File: src/hw/rtl/sha256_pkg.sv
`timescale 1ns / 1ps
`default_nettype none

package sha256_pkg;

  localparam logic [7:0] PadByte     = 8'h80;
  localparam logic [5:0] LenPos      = 6'd56;
  localparam logic [5:0] BlkLastByte = 6'd63;
  localparam logic [5:0] LastRound   = 6'd63;
  localparam logic [2:0] LastWord    = 3'd7;

  typedef enum logic [2:0] {
    ST_IDLE,
    ST_PAD,
    ST_LOAD,
    ST_ROUND,
    ST_UPD,
    ST_OUT
  } state_e;

  typedef enum logic [1:0] {
    BSEL_DATA,
    BSEL_PAD80,
    BSEL_ZERO,
    BSEL_LEN
  } byte_sel_e;

  typedef struct packed {
    byte_sel_e   byte_sel;
    logic        shift_byte;
    logic        add_bits;
    logic        load_vars;
    logic        round_en;
    logic [5:0]  round_idx;
    logic        upd_hash;
    logic        out_rot;
    logic        hash_init;
  } dp_cmd_t;

  typedef struct packed {
    logic [5:0] byte_cnt;
  } dp_stat_t;

  function automatic logic [31:0] hash_iv(input logic [2:0] idx);
    logic [31:0] r;
    case (idx)
      3'd0: r = 32'h6a09e667;
      3'd1: r = 32'hbb67ae85;
      3'd2: r = 32'h3c6ef372;
      3'd3: r = 32'ha54ff53a;
      3'd4: r = 32'h510e527f;
      3'd5: r = 32'h9b05688c;
      3'd6: r = 32'h1f83d9ab;
      default: r = 32'h5be0cd19;
    endcase
    return r;
  endfunction

  function automatic logic [31:0] round_k(input logic [5:0] idx);
    logic [31:0] r;
    case (idx)
      6'd0:  r = 32'h428a2f98;  6'd1:  r = 32'h71374491;
      6'd2:  r = 32'hb5c0fbcf;  6'd3:  r = 32'he9b5dba5;
      6'd4:  r = 32'h3956c25b;  6'd5:  r = 32'h59f111f1;
      6'd6:  r = 32'h923f82a4;  6'd7:  r = 32'hab1c5ed5;
      6'd8:  r = 32'hd807aa98;  6'd9:  r = 32'h12835b01;
      6'd10: r = 32'h243185be;  6'd11: r = 32'h550c7dc3;
      6'd12: r = 32'h72be5d74;  6'd13: r = 32'h80deb1fe;
      6'd14: r = 32'h9bdc06a7;  6'd15: r = 32'hc19bf174;
      6'd16: r = 32'he49b69c1;  6'd17: r = 32'hefbe4786;
      6'd18: r = 32'h0fc19dc6;  6'd19: r = 32'h240ca1cc;
      6'd20: r = 32'h2de92c6f;  6'd21: r = 32'h4a7484aa;
      6'd22: r = 32'h5cb0a9dc;  6'd23: r = 32'h76f988da;
      6'd24: r = 32'h983e5152;  6'd25: r = 32'ha831c66d;
      6'd26: r = 32'hb00327c8;  6'd27: r = 32'hbf597fc7;
      6'd28: r = 32'hc6e00bf3;  6'd29: r = 32'hd5a79147;
      6'd30: r = 32'h06ca6351;  6'd31: r = 32'h14292967;
      6'd32: r = 32'h27b70a85;  6'd33: r = 32'h2e1b2138;
      6'd34: r = 32'h4d2c6dfc;  6'd35: r = 32'h53380d13;
      6'd36: r = 32'h650a7354;  6'd37: r = 32'h766a0abb;
      6'd38: r = 32'h81c2c92e;  6'd39: r = 32'h92722c85;
      6'd40: r = 32'ha2bfe8a1;  6'd41: r = 32'ha81a664b;
      6'd42: r = 32'hc24b8b70;  6'd43: r = 32'hc76c51a3;
      6'd44: r = 32'hd192e819;  6'd45: r = 32'hd6990624;
      6'd46: r = 32'hf40e3585;  6'd47: r = 32'h106aa070;
      6'd48: r = 32'h19a4c116;  6'd49: r = 32'h1e376c08;
      6'd50: r = 32'h2748774c;  6'd51: r = 32'h34b0bcb5;
      6'd52: r = 32'h391c0cb3;  6'd53: r = 32'h4ed8aa4a;
      6'd54: r = 32'h5b9cca4f;  6'd55: r = 32'h682e6ff3;
      6'd56: r = 32'h748f82ee;  6'd57: r = 32'h78a5636f;
      6'd58: r = 32'h84c87814;  6'd59: r = 32'h8cc70208;
      6'd60: r = 32'h90befffa;  6'd61: r = 32'ha4506ceb;
      6'd62: r = 32'hbef9a3f7;
      default: r = 32'hc67178f2;
    endcase
    return r;
  endfunction

  function automatic logic [31:0] big_sig0(input logic [31:0] x);
    return {x[1:0], x[31:2]} ^ {x[12:0], x[31:13]} ^ {x[21:0], x[31:22]};
  endfunction

  function automatic logic [31:0] big_sig1(input logic [31:0] x);
    return {x[5:0], x[31:6]} ^ {x[10:0], x[31:11]} ^ {x[24:0], x[31:25]};
  endfunction

  function automatic logic [31:0] sml_sig0(input logic [31:0] x);
    return {x[6:0], x[31:7]} ^ {x[17:0], x[31:18]} ^ {3'b000, x[31:3]};
  endfunction

  function automatic logic [31:0] sml_sig1(input logic [31:0] x);
    return {x[16:0], x[31:17]} ^ {x[18:0], x[31:19]} ^ {10'd0, x[31:10]};
  endfunction

endpackage

`default_nettype wire

File: src/hw/rtl/sha256_hash_core.sv
// Channel   Dir  tdata (low bit up)   tuser            tlast
// s_axis    in   [7:0] data_byte      [0] has_byte     end_of_message
// m_axis    out  [31:0] digest_word   [2:0] word_index last_word
//
// An item without a byte leaves the block as it is; a byte that completes a 64-byte
// block is followed by loading the round variables, 64 rounds on the single round
// unit and adding into the hash words.
// A message end shifts in one padding byte per cycle up to the block end, with
// one or two compressions, then offers eight digest items, one a cycle while m_axis is ready.
// Input is not taken while a block compresses, padding runs or the digest waits.
// Reset is asynchronous and active low and restores the initial hash value.
`timescale 1ns / 1ps
`default_nettype none

module sha256_hash_core (
  input  wire logic        clk_i,
  input  wire logic        rst_ni,
  input  wire logic        s_axis_tvalid_i,
  output logic             s_axis_tready_o,
  input  wire logic [7:0]  s_axis_tdata_i,   // [7:0] data_byte
  input  wire logic        s_axis_tuser_i,   // [0] has_byte
  input  wire logic        s_axis_tlast_i,
  output logic             m_axis_tvalid_o,
  input  wire logic        m_axis_tready_i,
  output logic [31:0]      m_axis_tdata_o,   // [31:0] digest_word
  output logic [2:0]       m_axis_tuser_o,   // [2:0] word_index
  output logic             m_axis_tlast_o
);

  sha256_pkg::dp_cmd_t  cmd;
  sha256_pkg::dp_stat_t stat;

  sha256_ctrl u_ctrl (
    .clk_i           (clk_i),
    .rst_ni          (rst_ni),
    .s_axis_tvalid_i (s_axis_tvalid_i),
    .s_axis_tuser_i  (s_axis_tuser_i),
    .s_axis_tlast_i  (s_axis_tlast_i),
    .s_axis_tready_o (s_axis_tready_o),
    .m_axis_tvalid_o (m_axis_tvalid_o),
    .m_axis_tready_i (m_axis_tready_i),
    .m_axis_tuser_o  (m_axis_tuser_o),
    .m_axis_tlast_o  (m_axis_tlast_o),
    .stat_i          (stat),
    .cmd_o           (cmd)
  );

  sha256_dp u_dp (
    .clk_i         (clk_i),
    .rst_ni        (rst_ni),
    .data_byte_i   (s_axis_tdata_i),
    .cmd_i         (cmd),
    .stat_o        (stat),
    .digest_word_o (m_axis_tdata_o)
  );

endmodule

`default_nettype wire

File: src/hw/rtl/sha256_ctrl.sv
`timescale 1ns / 1ps
`default_nettype none

module sha256_ctrl (
  input  wire logic                 clk_i,
  input  wire logic                 rst_ni,
  input  wire logic                 s_axis_tvalid_i,
  input  wire logic                 s_axis_tuser_i,
  input  wire logic                 s_axis_tlast_i,
  output logic                      s_axis_tready_o,
  output logic                      m_axis_tvalid_o,
  input  wire logic                 m_axis_tready_i,
  output logic [2:0]                m_axis_tuser_o,
  output logic                      m_axis_tlast_o,
  input  wire sha256_pkg::dp_stat_t stat_i,
  output sha256_pkg::dp_cmd_t       cmd_o
);

  sha256_pkg::state_e state_q, state_d;
  logic [5:0] rnd_q, rnd_d;
  logic [2:0] word_q, word_d;
  logic       pad_q, pad_d;
  logic       seen80_q, seen80_d;
  logic       wrap_q, wrap_d;
  logic       final_q, final_d;

  always_ff @(posedge clk_i or negedge rst_ni) begin
    if (!rst_ni) begin
      state_q  <= sha256_pkg::ST_IDLE;
      rnd_q    <= '0;
      word_q   <= '0;
      pad_q    <= 1'b0;
      seen80_q <= 1'b0;
      wrap_q   <= 1'b0;
      final_q  <= 1'b0;
    end else begin
      state_q  <= state_d;
      rnd_q    <= rnd_d;
      word_q   <= word_d;
      pad_q    <= pad_d;
      seen80_q <= seen80_d;
      wrap_q   <= wrap_d;
      final_q  <= final_d;
    end
  end

  assign m_axis_tuser_o = word_q;
  assign m_axis_tlast_o = (word_q == sha256_pkg::LastWord);

  always_comb begin
    logic is_len;
    is_len          = 1'b0;
    state_d         = state_q;
    rnd_d           = rnd_q;
    word_d          = word_q;
    pad_d           = pad_q;
    seen80_d        = seen80_q;
    wrap_d          = wrap_q;
    final_d         = final_q;
    s_axis_tready_o = 1'b0;
    m_axis_tvalid_o = 1'b0;
    cmd_o           = '0;
    cmd_o.byte_sel  = sha256_pkg::BSEL_DATA;
    cmd_o.round_idx = rnd_q;

    case (state_q)
      sha256_pkg::ST_IDLE: begin
        s_axis_tready_o = 1'b1;
        if (s_axis_tvalid_i) begin
          if (s_axis_tuser_i) begin
            cmd_o.shift_byte = 1'b1;
            cmd_o.add_bits   = 1'b1;
          end
          // A byte that fills the block is compressed before any padding starts.
          if (s_axis_tuser_i && (stat_i.byte_cnt == sha256_pkg::BlkLastByte)) begin
            state_d  = sha256_pkg::ST_LOAD;
            pad_d    = s_axis_tlast_i;
            seen80_d = 1'b0;
            wrap_d   = 1'b0;
            final_d  = 1'b0;
          end else if (s_axis_tlast_i) begin
            state_d  = sha256_pkg::ST_PAD;
            pad_d    = 1'b1;
            seen80_d = 1'b0;
            wrap_d   = 1'b0;
            final_d  = 1'b0;
          end
        end
      end
      sha256_pkg::ST_PAD: begin
        cmd_o.shift_byte = 1'b1;
        if (!seen80_q) begin
          cmd_o.byte_sel = sha256_pkg::BSEL_PAD80;
          seen80_d       = 1'b1;
          // With no room left for the length, a second block is needed.
          wrap_d = (stat_i.byte_cnt >= sha256_pkg::LenPos) &&
                   (stat_i.byte_cnt != sha256_pkg::BlkLastByte);
        end else if (!wrap_q && (stat_i.byte_cnt >= sha256_pkg::LenPos)) begin
          cmd_o.byte_sel = sha256_pkg::BSEL_LEN;
          is_len         = 1'b1;
        end else begin
          cmd_o.byte_sel = sha256_pkg::BSEL_ZERO;
        end
        if (stat_i.byte_cnt == sha256_pkg::BlkLastByte) begin
          state_d = sha256_pkg::ST_LOAD;
          wrap_d  = 1'b0;
          final_d = is_len;
        end
      end
      sha256_pkg::ST_LOAD: begin
        cmd_o.load_vars = 1'b1;
        rnd_d           = '0;
        state_d         = sha256_pkg::ST_ROUND;
      end
      sha256_pkg::ST_ROUND: begin
        cmd_o.round_en = 1'b1;
        rnd_d          = rnd_q + 6'd1;
        if (rnd_q == sha256_pkg::LastRound) begin
          state_d = sha256_pkg::ST_UPD;
        end
      end
      sha256_pkg::ST_UPD: begin
        cmd_o.upd_hash = 1'b1;
        if (final_q) begin
          state_d = sha256_pkg::ST_OUT;
          word_d  = '0;
        end else if (pad_q) begin
          state_d = sha256_pkg::ST_PAD;
        end else begin
          state_d = sha256_pkg::ST_IDLE;
        end
      end
      sha256_pkg::ST_OUT: begin
        m_axis_tvalid_o = 1'b1;
        if (m_axis_tready_i) begin
          cmd_o.out_rot = 1'b1;
          word_d        = word_q + 3'd1;
          if (word_q == sha256_pkg::LastWord) begin
            cmd_o.hash_init = 1'b1;
            state_d         = sha256_pkg::ST_IDLE;
            pad_d           = 1'b0;
            seen80_d        = 1'b0;
            final_d         = 1'b0;
          end
        end
      end
      default: begin
        state_d = sha256_pkg::ST_IDLE;
      end
    endcase
  end

endmodule

`default_nettype wire

File: src/hw/rtl/sha256_dp.sv
`timescale 1ns / 1ps
`default_nettype none

module sha256_dp (
  input  wire logic                clk_i,
  input  wire logic                rst_ni,
  input  wire logic [7:0]          data_byte_i,
  input  wire sha256_pkg::dp_cmd_t cmd_i,
  output sha256_pkg::dp_stat_t     stat_o,
  output logic [31:0]              digest_word_o
);

  // The block is a byte-wide shift line while filling and a word-wide
  // schedule window while compressing; word 0 sits in the top bits.
  logic [511:0] blk_q;
  logic [31:0]  hash_q [8];
  logic [31:0]  vars_q [8];
  logic [5:0]   cnt_q;
  logic [63:0]  bits_q;

  logic [7:0]   byte_d;
  logic [31:0]  w0, w1, w9, w14, w_new;
  logic [31:0]  t1, t2, ch, maj;

  assign stat_o.byte_cnt = cnt_q;
  assign digest_word_o   = hash_q[0];

  always_comb begin
    case (cmd_i.byte_sel)
      sha256_pkg::BSEL_DATA:  byte_d = data_byte_i;
      sha256_pkg::BSEL_PAD80: byte_d = sha256_pkg::PadByte;
      sha256_pkg::BSEL_LEN:   byte_d = bits_q[63:56];
      default:                byte_d = 8'h00;
    endcase
  end

  assign w0  = blk_q[511:480];
  assign w1  = blk_q[479:448];
  assign w9  = blk_q[223:192];
  assign w14 = blk_q[63:32];
  assign w_new = sha256_pkg::sml_sig1(w14) + w9 + sha256_pkg::sml_sig0(w1) + w0;

  assign ch  = (vars_q[4] & vars_q[5]) ^ (~vars_q[4] & vars_q[6]);
  assign maj = (vars_q[0] & vars_q[1]) ^ (vars_q[0] & vars_q[2]) ^ (vars_q[1] & vars_q[2]);
  assign t1  = vars_q[7] + sha256_pkg::big_sig1(vars_q[4]) + ch +
               sha256_pkg::round_k(cmd_i.round_idx) + w0;
  assign t2  = sha256_pkg::big_sig0(vars_q[0]) + maj;

  always_ff @(posedge clk_i or negedge rst_ni) begin
    if (!rst_ni) begin
      cnt_q  <= '0;
      bits_q <= '0;
      for (int i = 0; i < 8; i++) begin
        hash_q[i] <= sha256_pkg::hash_iv(3'(i));
      end
    end else begin
      if (cmd_i.shift_byte) begin
        cnt_q <= cnt_q + 6'd1;
      end
      if (cmd_i.add_bits) begin
        bits_q <= bits_q + 64'd8;
      end else if (cmd_i.shift_byte && (cmd_i.byte_sel == sha256_pkg::BSEL_LEN)) begin
        // Shifting the length out leaves it cleared for the next message.
        bits_q <= {bits_q[55:0], 8'h00};
      end
      if (cmd_i.hash_init) begin
        for (int i = 0; i < 8; i++) begin
          hash_q[i] <= sha256_pkg::hash_iv(3'(i));
        end
      end else if (cmd_i.upd_hash) begin
        for (int i = 0; i < 8; i++) begin
          hash_q[i] <= hash_q[i] + vars_q[i];
        end
      end else if (cmd_i.out_rot) begin
        for (int i = 0; i < 7; i++) begin
          hash_q[i] <= hash_q[i+1];
        end
        hash_q[7] <= hash_q[0];
      end
    end
  end

  always_ff @(posedge clk_i) begin
    if (cmd_i.shift_byte) begin
      blk_q <= {blk_q[503:0], byte_d};
    end else if (cmd_i.round_en) begin
      blk_q <= {blk_q[479:0], w_new};
    end
    if (cmd_i.load_vars) begin
      for (int i = 0; i < 8; i++) begin
        vars_q[i] <= hash_q[i];
      end
    end else if (cmd_i.round_en) begin
      vars_q[0] <= t1 + t2;
      vars_q[1] <= vars_q[0];
      vars_q[2] <= vars_q[1];
      vars_q[3] <= vars_q[2];
      vars_q[4] <= vars_q[3] + t1;
      vars_q[5] <= vars_q[4];
      vars_q[6] <= vars_q[5];
      vars_q[7] <= vars_q[6];
    end
  end

endmodule

`default_nettype wire

File: config.mk
export PLATFORM = sky130hd
export DESIGN_NAME = sha256_hash_core
export DESIGN_NICKNAME = d
export VERILOG_FILES = /design/src/hw/rtl/sha256_pkg.sv /design/src/hw/rtl/sha256_hash_core.sv /design/src/hw/rtl/sha256_ctrl.sv /design/src/hw/rtl/sha256_dp.sv
export SDC_FILE = /design/constraint.sdc
export NUM_CORES = 2
export LEC_CHECK = 0
export BUFFER_PORTS_ARGS = -buffer_cell sky130_fd_sc_hd__clkbuf_2
export CAP_MARGIN = 20
export CORE_ASPECT_RATIO = 1.25
export CORE_MARGIN = 3
export CORE_UTILIZATION = 55
export CTS_CLUSTER_SIZE = 28
export DETAILED_ROUTE_END_ITERATION = 8
export PLACE_DENSITY = 0.67
export SETUP_SLACK_MARGIN = 0.2
export SLEW_MARGIN = 20
export SYNTH_ARGS = -nofsm -noshare
export SYNTH_HDL_FRONTEND = slang
export SYNTH_SLANG_ARGS = --single-unit
File: constraint.sdc
create_clock -name clk_i -period 34.2 [get_ports clk_i]
set_input_delay 3.42 -clock clk_i [delete_from_list [all_inputs] [get_ports clk_i]]
set_output_delay 3.42 -clock clk_i [all_outputs]
set_load 0.01 [all_outputs]
==> impl_results.md <==
* Run status: finished, final reports clean
* Post-synthesis sequential area ratio at 0.420
* Critical Path Max Stage Delay at 0.89 ns
* Final Net Count at approximately 8500
* CTS buffer count at between 100 and 150
* Final Skew at 0.0214 ns
* Post-CTS Repair Setup Buffers at 0
* Synth cell types at 96
* Sink Count at 1107
* DIE HEIGHT at between 400 and 500 um
* Main synth FF type: edfxtp_1
* Worst-path clk slew at ~0.06 ns
* Setup violators final at 0
* Synth Instances at about 8000
* Via/cell ratio at ~6.2
* Routability-driven placement congestion ratio at a little over 1
* CP Class: flip-flop to flip-flop
* Port Buffers at 51
* Hold Path Class: flip-flop to flip-flop
* Fraction of layout instances using a drive strength above 1 at 0.0926
* Synth area leader: edfxtp_1
* Count leader, synth: nand2_1
* Core ar. at around 140000 sq um
* Crit path required time at roughly 35 ns
* Crit path time final at 11.28 ns
* Initial Util at 0.556
* Total Routed Length at between 200 and 250 mm
* Critical Path AT at about 12 ns
* Worst slew pin tran at approximately 1.1 ns
* EDFF count, synth at between 700 and 800
* CP Launch Type: flip-flop
* Avg Cell Area, Syn at ~9.3 sq um
* Fin. Hold Viols at 0
* Post-DP HPWL at 175 mm
* Post-Syn Area at around 76000 sq um
* Global-route wire length before repair at about 360 mm
* H-tree levels at 3
* Die W at about 340 um
* CP max stage cell: ha_1
* Max clock buf depth at 3
* Skew-Pair Late Insertion Delay at just under 0.8 ns
* Vias in the first global route at 59353
* Antenna-violating nets left at 0
* Via count at 60260
* Gr usage total at 0.339
* Synth cell count leaders: nand2_1, edfxtp_1, a21oi_1
* Root Buffer: clkbuf_16
* Congestion Overflow GR at 0
* Site row count at 151
* Crit-path max FO at 17
* Detailed-route DRC error count at 0
* Initial DRC Count at 5115
* #FFs+latches synth at about 1100
* Top cells by area, synth: edfxtp_1, nand2_1, dfrtp_1
* Post-synthesis async set-or-reset flop share at 0.306
* Crit-path most repeated cell: fa_1
* P&R area growth vs syn at 6.85%
* Tcrit/Tclk final at 0.330
* Initial antenna violation count at 3
* Die area at around 140000 sq um
* Post_cts resized at 0
* Pre-Repair DR Iteration Count at 5
* Fmax at a little under 90 MHz
* Top cell type's share of synthesized area at 0.305
* Final TNS setup at 0 ns
* Ys Warns at 0
* Hold Buf Count CTS at 0
* Slew headroom at 0.284
* Max-Cap Viols at 0
* CTS tree: built
* Crit. End Element: flip-flop
* I/O Pins at between 50 and 60
* Largest net degree at the start of global routing at around 220
* RSZ-0062 raised after global routing: false
* Net Count, Synth at between 8000 and 9000
* Max-slew violation count at 0
* DR WL/cell at roughly 25 um
==> worst paths after layout <==
path	start	to	slack [ns]	cells past startpoint
max	u_ctrl.rnd_q[1]$_DFFE_PN0P_	u_dp.vars_q[0][31]$_DFFE_PP_	22.92	33
min	u_ctrl.pad_q$_DFFE_PN0P_	u_ctrl.pad_q$_DFFE_PN0P_	0.49	2
max reg2reg	u_ctrl.rnd_q[1]$_DFFE_PN0P_	u_dp.vars_q[0][31]$_DFFE_PP_	22.92	33
min reg2reg	u_ctrl.pad_q$_DFFE_PN0P_	u_ctrl.pad_q$_DFFE_PN0P_	0.49	2
max in group asynchronous	rst_ni	u_dp.hash_q[32]$_DFFE_PN1P_	28.97	4
min in group asynchronous	rst_ni	u_dp.hash_q[222]$_DFFE_PN0P_	2.61	1
==> state kept, by name, indices dropped and copies added, names as in the netlist <==
name and count:
u_dp.digest_word_o 32, u_dp.bits_q 61, u_ctrl.seen80_q 1, u_ctrl.m_axis_tuser_o 3
u_ctrl.final_q 1, u_ctrl.rnd_q 6, u_ctrl.state_q 3, u_ctrl.pad_q 1
u_dp.blk_q 512, u_ctrl.wrap_q 1, u_dp.vars_q 256, u_dp.stat_o 6
u_dp.hash_q 224
==> per-stage QoR <==
stage	std cells	utilization	area (sq um)	setup slack (ns)	hold slack (ns)
after floorplan	8108	-	75600	17.84	0.449
after global placement	9508	0.565	76900	23.09	0.464
after detailed placement	9508	0.565	76900	23.03	0.488
after CTS	9735	0.593	80700	23.01	0.500
after global routing	9737	0.594	80800	22.32	0.524
final	9737	0.594	80800	22.92	0.493
==> kinds of logic after synthesis <==
group,Yosys count,synth area share
flip-flops,1107,0.420
AND/OR/NAND/NOR,2925,0.162
buffers and inverters,745,0.0386
AO/OA/AOI/OAI,1902,0.156
adder cells (fa/ha/maj),620,0.121
XOR/XNOR,551,0.0638
multiplexers,258,0.0386
==> cells in the final DEF, fill, tap and decap left out, types with 75 or more instances in the layout <==
| cell type | Yosys | layout |
|---|---|---|
| nand2b_1 | 76 | 75 |
| dfrtp_1 | 203 | 200 |
| xor2_1 | 158 | 158 |
| o21ai_0 | 525 | 525 |
| fa_1 | 195 | 195 |
| edfxtp_1 | 768 | 768 |
| inv_1 | 249 | 248 |
| xnor2_1 | 393 | 393 |
| nor2_1 | 395 | 390 |
| nor3_1 | 101 | 99 |
| ha_1 | 399 | 399 |
| dfstp_2 | 136 | 136 |
| a21o_1 | 203 | 203 |
| a21oi_1 | 540 | 540 |
| nand2_1 | 1965 | 1961 |
| a31oi_1 | 87 | 87 |
| mux2_2 | 219 | 219 |
| nand3_1 | 121 | 120 |
| clkbuf_16 | 0 | 122 |
==> critical path, delay by kind of cell, from the launching register on <==
family	cells	cell delay [ns]
DFF	1	0.77
muxes	1	0.57
adders and majority gates	8	3.82
buffers and inverters	2	0.64
and+or+nand+nor	2	0.72
AOI/OAI and AO/OA	17	3.94
xor gates and xnor gates	3	0.53
==> routing by layer <==
metal / vias up / GRT usage / part of all wire
met3: 690 / 0.0437 / 0.053
met2: 2036 / 0.571 / 0.49
met4: 0 / 0.244 / 0.083
met1: 29575 / 0.401 / 0.38
li1: 27959 / - / -
met5: - / 0 / 0
==> area by class of cell <==
type	instances	area (sq um)
multi-input combinational	6256	41100
fill	11795	55300
antenna	1	2.50
clock buffer	161	3280
inverter	255	965
timing repair buffer	132	967
sequential	1107	31700
tap	1759	2200
clock inverter	66	568
Power is not shown: default switching activity piles up to over one toggle a cycle in this logic, so the estimate is an artifact.
